==> config.mk <==
export PLATFORM = sky130hd
export DESIGN_NAME = adc_average_voltmeter_display_core_flat
export DESIGN_NICKNAME = d
export VERILOG_FILES = /design/src/hw/rtl/avm_pkg.sv /design/src/hw/rtl/avm_stream_if.sv /design/src/hw/rtl/avm_front.sv /design/src/hw/rtl/avm_back.sv /design/src/hw/rtl/adc_average_voltmeter_display_core.sv /design/src/flat_wrapper.sv
export SDC_FILE = /design/constraint.sdc
export NUM_CORES = 1
export LEC_CHECK = 0
export ABC_AREA = 1
export BUFFER_PORTS_ARGS = -buffer_cell sky130_fd_sc_hd__buf_2
export CAP_MARGIN = 0
export CORE_UTILIZATION = 45
export DETAILED_ROUTE_END_ITERATION = 10
export GPL_TIMING_DRIVEN = 0
export REMOVE_ABC_BUFFERS = 1
export SYNTH_ARGS = -nofsm -noshare
export SYNTH_HDL_FRONTEND = slang
export SYNTH_SLANG_ARGS = --single-unit
==> constraint.sdc <==
create_clock -name clk_i -period 4.1 [get_ports clk_i]
set_input_delay 0.205 -clock clk_i [delete_from_list [all_inputs] [get_ports clk_i]]
set_output_delay 0.205 -clock clk_i [all_outputs]
set_load 0.01 [all_outputs]
==> src/hw/rtl/avm_pkg.sv <==
// Shared types, constants and lookup functions for the averaging voltmeter.
// No dependencies; every other RTL file of the block refers to this package.
`default_nettype none

package avm_pkg;

  // Field widths
  localparam int unsigned SampleW = 10;
  localparam int unsigned SegW    = 7;
  localparam int unsigned VoltsW  = 6;
  localparam int unsigned DigitW  = 4;
  localparam int unsigned BcdW    = 2 * DigitW;
  localparam int unsigned ScaledW = 16;

  // Samples summed per displayed average
  localparam int unsigned DefSamplesPerAverage = 8;

  // Scale to tenths of a volt: (avg * ScaleMul + ScaleRound) / FullScale.
  // FullScale is one below a power of two, so the quotient is a shift plus
  // a single correction.
  localparam int unsigned ScaleMul   = 33;
  localparam int unsigned ScaleRound = 511;
  localparam int unsigned FullScale  = 1023;

  // One queued item after classification
  typedef struct packed {
    logic               is_tick;
    logic [SampleW-1:0] sample;
  } item_t;

  // Split a small binary value (at most 63) into tens and units digits
  function automatic logic [BcdW-1:0] to_bcd(input logic [VoltsW-1:0] v);
    logic [DigitW-1:0] tens;
    logic [VoltsW-1:0] rest;
    if (v >= VoltsW'(60))      tens = DigitW'(6);
    else if (v >= VoltsW'(50)) tens = DigitW'(5);
    else if (v >= VoltsW'(40)) tens = DigitW'(4);
    else if (v >= VoltsW'(30)) tens = DigitW'(3);
    else if (v >= VoltsW'(20)) tens = DigitW'(2);
    else if (v >= VoltsW'(10)) tens = DigitW'(1);
    else                       tens = DigitW'(0);
    rest = v - (VoltsW'(tens) * VoltsW'(10));
    return {tens, rest[DigitW-1:0]};
  endfunction

  // Hex seven-segment pattern, bit 0 = segment a .. bit 6 = segment g
  function automatic logic [SegW-1:0] seg_of(input logic [DigitW-1:0] d);
    logic [SegW-1:0] seg;
    case (d)
      4'h0:    seg = 7'h3F;
      4'h1:    seg = 7'h06;
      4'h2:    seg = 7'h5B;
      4'h3:    seg = 7'h4F;
      4'h4:    seg = 7'h66;
      4'h5:    seg = 7'h6D;
      4'h6:    seg = 7'h7D;
      4'h7:    seg = 7'h07;
      4'h8:    seg = 7'h7F;
      4'h9:    seg = 7'h6F;
      4'hA:    seg = 7'h77;
      4'hB:    seg = 7'h7C;
      4'hC:    seg = 7'h39;
      4'hD:    seg = 7'h5E;
      4'hE:    seg = 7'h79;
      4'hF:    seg = 7'h71;
      default: seg = '0;
    endcase
    return seg;
  endfunction

endpackage

`default_nettype wire

==> src/hw/rtl/avm_stream_if.sv <==
// Valid/ready channel interfaces for the voltmeter input and display output.
// Depends on avm_pkg for the field widths.
`default_nettype none

interface avm_in_if;
  logic                        valid;
  logic                        ready;
  logic                        command;
  logic [avm_pkg::SampleW-1:0] sample;

  modport source (output valid, command, sample, input ready);
  modport sink   (input valid, command, sample, output ready);
endinterface

interface avm_out_if;
  logic                     valid;
  logic                     ready;
  logic [avm_pkg::SegW-1:0] segments;
  logic                     high_digit_on;
  logic                     low_digit_on;

  modport source (output valid, segments, high_digit_on, low_digit_on, input ready);
  modport sink   (input valid, segments, high_digit_on, low_digit_on, output ready);
endinterface

`default_nettype wire

==> src/hw/rtl/avm_front.sv <==
// Front end: accepts input transfers, tags samples and ticks, and queues them.
// Depends on avm_pkg and avm_in_if.
`default_nettype none

module avm_front (
  input  wire logic            clk_i,
  input  wire logic            rst_ni,
  avm_in_if.sink               in_i,
  output      logic            q_valid_o,
  output      avm_pkg::item_t  q_item_o,
  input  wire logic            q_ready_i
);

  localparam int unsigned Depth = 2;

  avm_pkg::item_t   entry_q [Depth];
  logic             wr_ptr_q, wr_ptr_d;
  logic             rd_ptr_q, rd_ptr_d;
  logic [1:0]       cnt_q, cnt_d;
  logic             push, pop;
  avm_pkg::item_t   in_item;

  // Classify the incoming transfer
  assign in_item.is_tick = in_i.command;
  assign in_item.sample  = in_i.sample;

  assign in_i.ready = (cnt_q != 2'(Depth));
  assign push       = in_i.valid && in_i.ready;
  assign q_valid_o  = (cnt_q != 2'd0);
  assign pop        = q_valid_o && q_ready_i;
  assign q_item_o   = entry_q[rd_ptr_q];

  // Advance pointers and fill count
  always_comb begin
    wr_ptr_d = push ? ~wr_ptr_q : wr_ptr_q;
    rd_ptr_d = pop  ? ~rd_ptr_q : rd_ptr_q;
    cnt_d    = cnt_q + 2'(push) - 2'(pop);
  end

  always_ff @(posedge clk_i or negedge rst_ni) begin
    if (!rst_ni) begin
      wr_ptr_q <= 1'b0;
      rd_ptr_q <= 1'b0;
      cnt_q    <= 2'd0;
    end else begin
      wr_ptr_q <= wr_ptr_d;
      rd_ptr_q <= rd_ptr_d;
      cnt_q    <= cnt_d;
    end
  end

  // Store the entry on a push
  always_ff @(posedge clk_i) begin
    if (push) begin
      entry_q[wr_ptr_q] <= in_item;
    end
  end

endmodule

`default_nettype wire

==> src/hw/rtl/avm_back.sv <==
// Back end: accumulates samples, averages and scales each group, keeps the
// BCD value and drives the multiplexed digit output. Depends on avm_pkg.
`default_nettype none

module avm_back #(
  parameter int unsigned SamplesPerAverage = avm_pkg::DefSamplesPerAverage
) (
  input  wire logic            clk_i,
  input  wire logic            rst_ni,
  input  wire logic            q_valid_i,
  input  wire avm_pkg::item_t  q_item_i,
  output      logic            q_ready_o,
  avm_out_if.source            out_o
);

  localparam int unsigned SumW    = $clog2(SamplesPerAverage * avm_pkg::FullScale + 1);
  localparam int unsigned CntW    = (SamplesPerAverage > 1) ? $clog2(SamplesPerAverage) : 1;
  // Reciprocal for the divide by the group size: exact for any sum below 2**SumW
  localparam int unsigned ShiftK   = SumW + $clog2(SamplesPerAverage) + 1;
  localparam int unsigned RecipW   = ShiftK + 1;
  localparam int unsigned RecipInt = ((1 << ShiftK) + SamplesPerAverage - 1) / SamplesPerAverage;
  localparam int unsigned ProdW    = SumW + RecipW;
  localparam int unsigned SW       = avm_pkg::SampleW;
  localparam int unsigned VW       = avm_pkg::VoltsW;
  localparam int unsigned TW       = avm_pkg::ScaledW;
  localparam int unsigned LowW     = TW - VW;

  logic                       adv;

  // Accumulator
  logic [SumW-1:0]            sum_q, sum_d;
  logic [CntW-1:0]            cnt_q, cnt_d;
  logic [SumW-1:0]            sum_total;
  logic                       last;
  logic                       take_sample;

  // Stage 1: group total
  logic                       s1_valid_q, s1_tick_q, s1_done_q;
  logic [SumW-1:0]            s1_sum_q;
  // Stage 2: average
  logic                       s2_valid_q, s2_tick_q, s2_done_q;
  logic [SW-1:0]              s2_avg_q;
  logic [ProdW-1:0]           prod;
  // Stage 3: scaled value in tenths of a volt
  logic                       s3_valid_q, s3_tick_q, s3_done_q;
  logic [VW-1:0]              s3_volts_q;
  logic [TW-1:0]              scaled;
  logic [VW-1:0]              quot0;
  logic [LowW:0]              rem;
  logic [VW-1:0]              volts;

  // Display state and output register
  logic [avm_pkg::BcdW-1:0]   bcd_q;
  logic                       phase_q;
  logic                       out_valid_q;
  logic [avm_pkg::SegW-1:0]   seg_q;
  logic                       high_on_q;
  logic [avm_pkg::DigitW-1:0] digit;

  // Whole pipeline moves when the output register can take a result
  assign adv       = !out_valid_q || out_o.ready;
  assign q_ready_o = adv;

  // Accumulate samples of the current group
  assign take_sample = adv && q_valid_i && !q_item_i.is_tick;
  assign sum_total   = sum_q + SumW'(q_item_i.sample);
  assign last        = (cnt_q == CntW'(SamplesPerAverage - 1));

  always_comb begin
    sum_d = sum_q;
    cnt_d = cnt_q;
    if (take_sample) begin
      if (last) begin
        sum_d = '0;
        cnt_d = '0;
      end else begin
        sum_d = sum_total;
        cnt_d = cnt_q + CntW'(1);
      end
    end
  end

  always_ff @(posedge clk_i or negedge rst_ni) begin
    if (!rst_ni) begin
      sum_q <= '0;
      cnt_q <= '0;
    end else begin
      sum_q <= sum_d;
      cnt_q <= cnt_d;
    end
  end

  // Divide by the group size through the reciprocal
  assign prod = ProdW'(s1_sum_q) * ProdW'(RecipW'(RecipInt));

  // Scale: t = avg*33 + 511, then t / 1023 as t >> 10 with one correction
  assign scaled = TW'(s2_avg_q) * TW'(avm_pkg::ScaleMul) + TW'(avm_pkg::ScaleRound);
  assign quot0  = scaled[TW-1:LowW];
  assign rem    = {1'b0, scaled[LowW-1:0]} + (LowW+1)'(quot0);
  assign volts  = quot0 + VW'(rem >= (LowW+1)'(avm_pkg::FullScale));

  // Pick the digit to show on this tick
  assign digit = phase_q ? bcd_q[avm_pkg::DigitW-1:0]
                         : bcd_q[avm_pkg::BcdW-1:avm_pkg::DigitW];

  // Pipeline control, display state and output valid
  always_ff @(posedge clk_i or negedge rst_ni) begin
    if (!rst_ni) begin
      s1_valid_q  <= 1'b0;
      s1_tick_q   <= 1'b0;
      s1_done_q   <= 1'b0;
      s2_valid_q  <= 1'b0;
      s2_tick_q   <= 1'b0;
      s2_done_q   <= 1'b0;
      s3_valid_q  <= 1'b0;
      s3_tick_q   <= 1'b0;
      s3_done_q   <= 1'b0;
      bcd_q       <= '0;
      phase_q     <= 1'b0;
      out_valid_q <= 1'b0;
    end else if (adv) begin
      // Drop samples that do not close a group
      s1_valid_q  <= q_valid_i && (q_item_i.is_tick || last);
      s1_tick_q   <= q_item_i.is_tick;
      s1_done_q   <= q_valid_i && !q_item_i.is_tick && last;
      s2_valid_q  <= s1_valid_q;
      s2_tick_q   <= s1_tick_q;
      s2_done_q   <= s1_valid_q && s1_done_q;
      s3_valid_q  <= s2_valid_q;
      s3_tick_q   <= s2_tick_q;
      s3_done_q   <= s2_valid_q && s2_done_q;
      if (s3_valid_q && s3_done_q) begin
        bcd_q <= avm_pkg::to_bcd(s3_volts_q);
      end
      if (s3_valid_q && s3_tick_q) begin
        phase_q <= ~phase_q;
      end
      out_valid_q <= s3_valid_q && s3_tick_q;
    end
  end

  // Payload registers
  always_ff @(posedge clk_i) begin
    if (adv) begin
      s1_sum_q   <= sum_total;
      s2_avg_q   <= prod[ShiftK +: SW];
      s3_volts_q <= volts;
      if (s3_valid_q && s3_tick_q) begin
        seg_q     <= avm_pkg::seg_of(digit);
        high_on_q <= !phase_q;
      end
    end
  end

  assign out_o.valid         = out_valid_q;
  assign out_o.segments      = seg_q;
  assign out_o.high_digit_on = high_on_q;
  assign out_o.low_digit_on  = !high_on_q;

endmodule

`default_nettype wire

==> src/hw/rtl/adc_average_voltmeter_display_core.sv <==
// A refresh tick passes the front queue and the back-end stage registers to the output register.
// Throughput: one item per cycle; the front queue and the back pipeline move
// together whenever the output register is empty or being read.
// Reset (rst_ni low, asynchronous): sum, count, displayed value and digit
// phase clear, so the display shows "00" with the high digit first.
// Top level of the averaging voltmeter; depends on avm_pkg, avm_stream_if,
// avm_front and avm_back.
`default_nettype none

module adc_average_voltmeter_display_core #(
  parameter int unsigned SamplesPerAverage = avm_pkg::DefSamplesPerAverage
) (
  input  wire logic clk_i,
  input  wire logic rst_ni,
  avm_in_if.sink    in_i,
  avm_out_if.source out_o
);

  logic           q_valid;
  logic           q_ready;
  avm_pkg::item_t q_item;

  // Accept and queue items
  avm_front u_front (
    .clk_i     (clk_i),
    .rst_ni    (rst_ni),
    .in_i      (in_i),
    .q_valid_o (q_valid),
    .q_item_o  (q_item),
    .q_ready_i (q_ready)
  );

  // Average, scale and display
  avm_back #(
    .SamplesPerAverage (SamplesPerAverage)
  ) u_back (
    .clk_i     (clk_i),
    .rst_ni    (rst_ni),
    .q_valid_i (q_valid),
    .q_item_i  (q_item),
    .q_ready_o (q_ready),
    .out_o     (out_o)
  );

  // An accepted transfer is in the queue in the next cycle
  a_accept_queued: assert property (@(posedge clk_i) disable iff (!rst_ni)
    in_i.valid && in_i.ready |=> q_valid)
    else $error("accepted item missing from queue");

  // A held result stalls the back end
  a_stall_back: assert property (@(posedge clk_i) disable iff (!rst_ni)
    out_o.valid && !out_o.ready |-> !q_ready)
    else $error("back end advanced while result held");

  // Exactly one digit is enabled with each result
  a_one_digit: assert property (@(posedge clk_i) disable iff (!rst_ni)
    out_o.valid |-> (out_o.high_digit_on != out_o.low_digit_on))
    else $error("digit enables not exclusive");

endmodule

`default_nettype wire

==> src/flat_wrapper.sv <==
// flat-port wrapper written by rule: the top's interface ports become plain ports
module adc_average_voltmeter_display_core_flat 
#(
  parameter int unsigned SamplesPerAverage = avm_pkg::DefSamplesPerAverage
)
  (clk_i, rst_ni, in_i_valid, in_i_command, in_i_sample, in_i_ready, out_o_valid, out_o_segments, out_o_high_digit_on, out_o_low_digit_on, out_o_ready);
  avm_in_if in_i_i ();
  avm_out_if out_o_i ();
  input  wire logic clk_i;
  input  wire logic rst_ni;
  input wire logic [$bits(in_i_i.valid)-1:0] in_i_valid;
  input wire logic [$bits(in_i_i.command)-1:0] in_i_command;
  input wire logic [$bits(in_i_i.sample)-1:0] in_i_sample;
  output wire logic [$bits(in_i_i.ready)-1:0] in_i_ready;
  output wire logic [$bits(out_o_i.valid)-1:0] out_o_valid;
  output wire logic [$bits(out_o_i.segments)-1:0] out_o_segments;
  output wire logic [$bits(out_o_i.high_digit_on)-1:0] out_o_high_digit_on;
  output wire logic [$bits(out_o_i.low_digit_on)-1:0] out_o_low_digit_on;
  input wire logic [$bits(out_o_i.ready)-1:0] out_o_ready;
  assign in_i_i.valid = in_i_valid;
  assign in_i_i.command = in_i_command;
  assign in_i_i.sample = in_i_sample;
  assign in_i_ready = in_i_i.ready;
  assign out_o_valid = out_o_i.valid;
  assign out_o_segments = out_o_i.segments;
  assign out_o_high_digit_on = out_o_i.high_digit_on;
  assign out_o_low_digit_on = out_o_i.low_digit_on;
  assign out_o_i.ready = out_o_ready;
  adc_average_voltmeter_display_core #(.SamplesPerAverage(SamplesPerAverage)) u_core (.clk_i(clk_i), .rst_ni(rst_ni), .in_i(in_i_i), .out_o(out_o_i));
endmodule
# Word-level counts from Yosys, hierarchy flattened
# Memories as Yosys holds them, arrays and structs flattened. A register that Yosys moved wholly into a read port is not among the register bits.
# Index checks and enable logic that the tools add are counted.
# word_totals
elab_cells,77
out_inout_bits,11
reg_bits,69
rom_bits,112
mem_count,2
ramBits,22
in_bits,15
# classes
addsub,8
bitwise,3
n_mux,13
n_reduce_logical,19
order_cmp,7
multipliers,2
eq_ne,2
# mem_list
memory,words,word_bits,read_ports,rd_ports_with_merged_regs,wr,line,rtl
(name not given),16,7,1,1,0,avm_pkg.sv:49,case (d)
u_core.u_front.entry_q,2,11,1,0,1,avm_front.sv:16,avm_pkg::item_t entry_q [Depth];
# ops
operator,count
$ge 6x6->1 const B,3
$add 16x9->16 const B,1
$mul 10x6->16 const B,1
$add 13x10->13,1
$mux 13,1
$ge 6x5->1 const B,2
$mux 3,4
$mux 4,3
$add 10x6->11,1
$ge 11x10->1 const B,1
$logic_and 1x1->1,10
$add 6x1->6,1
$ge 6x4->1 const B,1
$logic_not 1->1,4
$mul 4x3->3 const B,1
$mux 2,2
$reduce_and 2->1,2
$sub 4x4->4,1
$add 3x1->3 const B,1
$eq 3x3->1 const B,1
$mux 1,3
$not 1->1,3
$add 2x1->2,1
$logic_or 1x1->1,2
3 further kinds,3

# Depth between registers and ports, before layout
# depth
depth_word,11
depth_mapped,29
depth_no_buf,29

# Modules after synthesis
# Synthesis repeated with hierarchy kept, for this count alone.
# unflattened
hier_cells,611
area_unflattened_um2,5595.4
# modules_own_cells
mod,area_per_inst_um2,cells_per_inst,n_inst,seq_area_each_um2
avm_back,4565.6,522,1,1871.8
avm_front,1029.7,89,1,760.7

# Worst setup path before layout
# OpenSTA, ideal clock, no wires.
# synth_timing
kind,register -> register
from,register u_core.u_back.s2_avg_q[2]
to,"register u_core.u_back.s3_volts_q[4], data pin"
required_ns,3.842
setup_ns,0.258
n_path_buf,0
arrival_ns,4.342
path_stages_with_launch,30
setup_slack_ns,-0.500
synth_period_minus_slack_ns,4.600
cell_sequence,edfxtp_1 -> inv_1 -> ha_1 -> fa_1 -> fa_1 -> ha_1 -> nand2_2 -> inv_1 -> nand2_1 -> nand2_1 -> a21oi_1 -> o21bai_1 -> xor2_1 -> ha_1 -> nand3_1 -> and2_1 -> inv_1 -> nand3_1 -> nand2_1 -> nor2_1 -> nand2_1 -> nor2_1 -> nand2_1 -> nand2_1 -> ha_1 -> ha_1 -> inv_1 -> nor2_1 -> nand2_1 -> xnor2_1
# synth_between
elab_chain_len,5
# synth_lines
element,line,rtl
start: declaration,avm_back.sv:42,logic [SW-1:0] s2_avg_q;
start signal: assignment,avm_back.sv:146,s2_avg_q <= prod[ShiftK +: SW];
$mul 10x6->16 (*),avm_back.sv:97,assign scaled = TW'(s2_avg_q) * TW'(avm_pkg::ScaleMul) + TW'(avm_pkg::ScaleRound);
$add 16x9->16 (*),avm_back.sv:97,
$add 10x6->11,avm_back.sv:99,"assign rem = {1'b0, scaled[LowW-1:0]} + (LowW+1)'(quot0);"
$ge 11x10->1,avm_back.sv:100,assign volts = quot0 + VW'(rem >= (LowW+1)'(avm_pkg::FullScale));
$add 6x1->6 (*),avm_back.sv:100,
named net u_core.u_back.volts[4],avm_back.sv:50,logic [VW-1:0] volts;
end signal: assignment,avm_back.sv:147,s3_volts_q <= volts;
end: declaration,avm_back.sv:46,logic [VW-1:0] s3_volts_q;
# Mark *: on every way through the listed nets, which the timed path passes. The rest lies on a longest branch.
# A chain may end at the register's enable or synchronous reset.

# Worst setup path after layout
# layout_timing
from,register u_core.u_back.s2_avg_q[1]
to,"register u_core.u_back.s3_volts_q[4], data pin"
# Same word-level chain as after synthesis.

==> flow_summary.json <==
{
  "fin_skew_ps": 6.92,
  "async_flop_share_pct": 40.4,
  "max_cap_violations": 0,
  "stdcell_area_mm2": 0.00656,
  "placed_cells": 731,
  "postRouteAntennaNets": 0,
  "die_w_um": 112,
  "routed_wl_um": 10200,
  "layout-drive-gt1-share_pct": 24.2,
  "post-route-util_pct": 56.2,
  "globalplace.congestion": 0.912,
  "synth_top_area_cell": "edfxtp_1",
  "viasPerCell": 5.14,
  "drc": 0,
  "cts_tree": "built",
  "dieArea_mm2": 0.0126,
  "report.final.slew_viol_count": 0,
  "synth_area_per_cell_um2": 9.65,
  "crit_fanout": 4,
  "htree_levels": 3,
  "cts_buffer_depth": 2,
  "startpoint": "u_core.u_back.s2_avg_q[1]$_DFFE_PN_",
  "netlist.area_leader.share_pct": 30.7,
  "dp_hpwl_um": 7370,
  "grt_pass1_vias": 3980,
  "ys.flop_type": "edfxtp_1",
  "grt.total_usage_pct": 17.6,
  "ys_ff_latch": 94,
  "cp-end-kind": "flip-flop",
  "dp_slack_ps": -1220,
  "antenna_found_initial": 0,
  "path_class": "flip-flop to flip-flop",
  "hold_violations": 31,
  "core_area_mm2": 0.0117,
  "wl_met3_um": 325,
  "post-route-min-period_ps": 4650,
  "synthAdderAreaFrac_pct": 14.0,
  "wl_per_cell_um": 13.3,
  "holdWs_ps": -14.9,
  "fin_crit_sh_pct": 113,
  "final-seq-area_mm2": 0.00263,
  "setup_slack_ps": -550,
  "slew_headroom_pct": 16.3,
  "dpl_cell_area_mm2": 0.00577,
  "wl_met1_um": 4500,
  "routed.top_layer": "met4",
  "crit_required_ps": 4180,
  "yosys-top-cells-area": "edfxtp_1 31%, dfrtp_1 17%, ha_1 11%",
  "multi_input_area_mm2": 0.00289,
  "status": "finished with violations",
  "max_freq_mhz": 215,
  "worst_slew_pin_slew_ps": 1250,
  "ios": 26,
  "cts.clk_slew.worst_paths_ps": 60,
  "cts_sinks": 94,
  "netlist_instances": 568,
  "numCtsBuffers": 9,
  "die_h_um": 112,
  "synth_compound_area_share_pct": 8.10,
  "startpoint_type": "flip-flop",
  "seq_area_frac_synth_pct": 48.0,
  "vias": 3941,
  "area_delta_synth_final_pct": 19.5,
  "synth.most_common_cell": "nand2_1",
  "overflow": 0,
  "hold_class": "input port to async pin",
  "synth_top_cells_by_count": "133 x nand2_1, 70 x inv_1, 56 x edfxtp_1, 50 x ha_1, 38 x dfrtp_1",
  "first_pass_iters": 5,
  "synth_cell_type_count": 40,
  "fin_nets": 691,
  "cts_hold_buf": 0,
  "cts_root_buf": "clkbuf_16",
  "wl_met2_um": 5090,
  "yosys_warnings": 0,
  "portBuffers": 25,
  "synth_edf_count": 56,
  "diodes": 0,
  "fillers": 1010,
  "grt_max_degree": 39,
  "rows": 39,
  "insertion_delay_ps": 330,
  "rsz0062_at_grt": "true",
  "syn-cell-area_mm2": 0.00548,
  "drt_iter0_drc": 121,
  "synth-simple-area-share_pct": 18.3,
  "crit_arrival_ps": 4730,
  "synth_top_family_by_area": "simple AND/OR/NAND/NOR gates",
  "violations": "hold timing, setup timing",
  "grt_pass1_wl_um": 17800,
  "setup_viol": 6,
  "layoutNonFillerInstCount": 767,
  "synthXorXnorAreaFrac_pct": 4.31,
  "r2r_start": "u_core.u_back.s2_avg_q[1]$_DFFE_PN_",
  "synthMuxAreaShare_pct": 2.05,
  "start_util_pct": 47.0
}
## cell families after synthesis
group	count (synthesis)
compound gates	73
mux	10
xor+xnor	27
flops	94
fa+ha+maj	57
simple gates	230
buf+inv	77
## registers in the layout (all words and copies together) (netlist names), 2 cells and up
register and flops:
u_core.u_back.bcd_q 7, u_core.u_back.cnt_q 3, u_core.u_back.out_o.segments 7, u_core.u_back.s1_sum_q 10, u_core.u_back.s2_avg_q 10, u_core.u_back.s3_volts_q 6
u_core.u_back.sum_q 13, u_core.u_front.cnt_q 2, u_core.u_front.entry_q 22
## final timing paths
check	end	slack (ps)	cells past startpoint
max in group asynchronous	u_core.u_back.bcd_q[4]$_DFFE_PN0P_	3570	1
min	u_core.u_front.wr_ptr_q$_DFFE_PN0P_	-10	1
max reg2reg	u_core.u_back.s3_volts_q[4]$_DFFE_PN_	-550	24
min reg2reg	u_core.u_back.s2_avg_q[5]$_DFFE_PN_	420	0
min in group clk_i	u_core.u_front.entry_q[1][8]$_DFFE_PP_	60	1
max	u_core.u_back.s3_volts_q[4]$_DFFE_PN_	-550	24
## what timing repair did
action / in CTS / in global routing
resized for setup: 53 / 19
pin swaps: 27 / 23
endpoints found under the setup margin: 6 / 6
buffers inserted: 16 / 4
## metrics by stage
stage / TNS [ps] / hold slack, ps
2_1_floorplan: -1690 / -90.6
3_3_place_gp: -4820 / 369
3_5_place_dp: -5820 / 376
4_1_cts: -2230 / 9.40
5_1_grt: -3450 / 39.2
6_report: -2280 / -14.9
## metal layers
metal	GRT usage, %	vias to the layer above
met3	4.05	28
met2	31.0	81
li1	-	1997
met4	7.02	0
met1	20.9	1835
met5	0	-
## cells in the final DEF (no fill, tap or decap), drive strengths merged, types with 11 or more instances in the layout
cell    instances
ha             50
nand3          30
o21ai          32
a21oi          19
xor2           17
buf            45
nand2         140
edfxtp         56
clkbuf         11
nor2           40
inv            72
dfrtp          38
## area by class of cell
| class | count | share of cell area [%] |
|---|---|---|
| Clock buffer | 11 | 3.86 |
| Clock inverter | 5 | 0.878 |
| Inverter | 72 | 4.12 |
| Multi-Input combinational cell | 397 | 44.1 |
| Sequential cell | 94 | 40.2 |
| Tap cell | 143 | 2.73 |
| Timing Repair Buffer | 45 | 4.20 |
## critical path, cell delays in order, from the launching register on
cell	delay [ps]
edfxtp_1	440
ha_4	200
fa_1	480
fa_2	600
ha_4	240
nand2_4	90
inv_2	40
nand2_2	60
nand2_2	70
a21oi_4	160
o21bai_4	90
xor2_4	180
fa_2	550
nand3_1	100
nor2_2	130
nand4_1	90
nor2_1	120
nand2_1	70
nand2_2	80
ha_4	140
ha_4	140
inv_2	40
nor2_4	110
nand2_2	60
xnor2_1	120
Power is left out: the tool's default activity adds up to more than one toggle a clock period on the data nets, which glitch-free logic cannot reach.
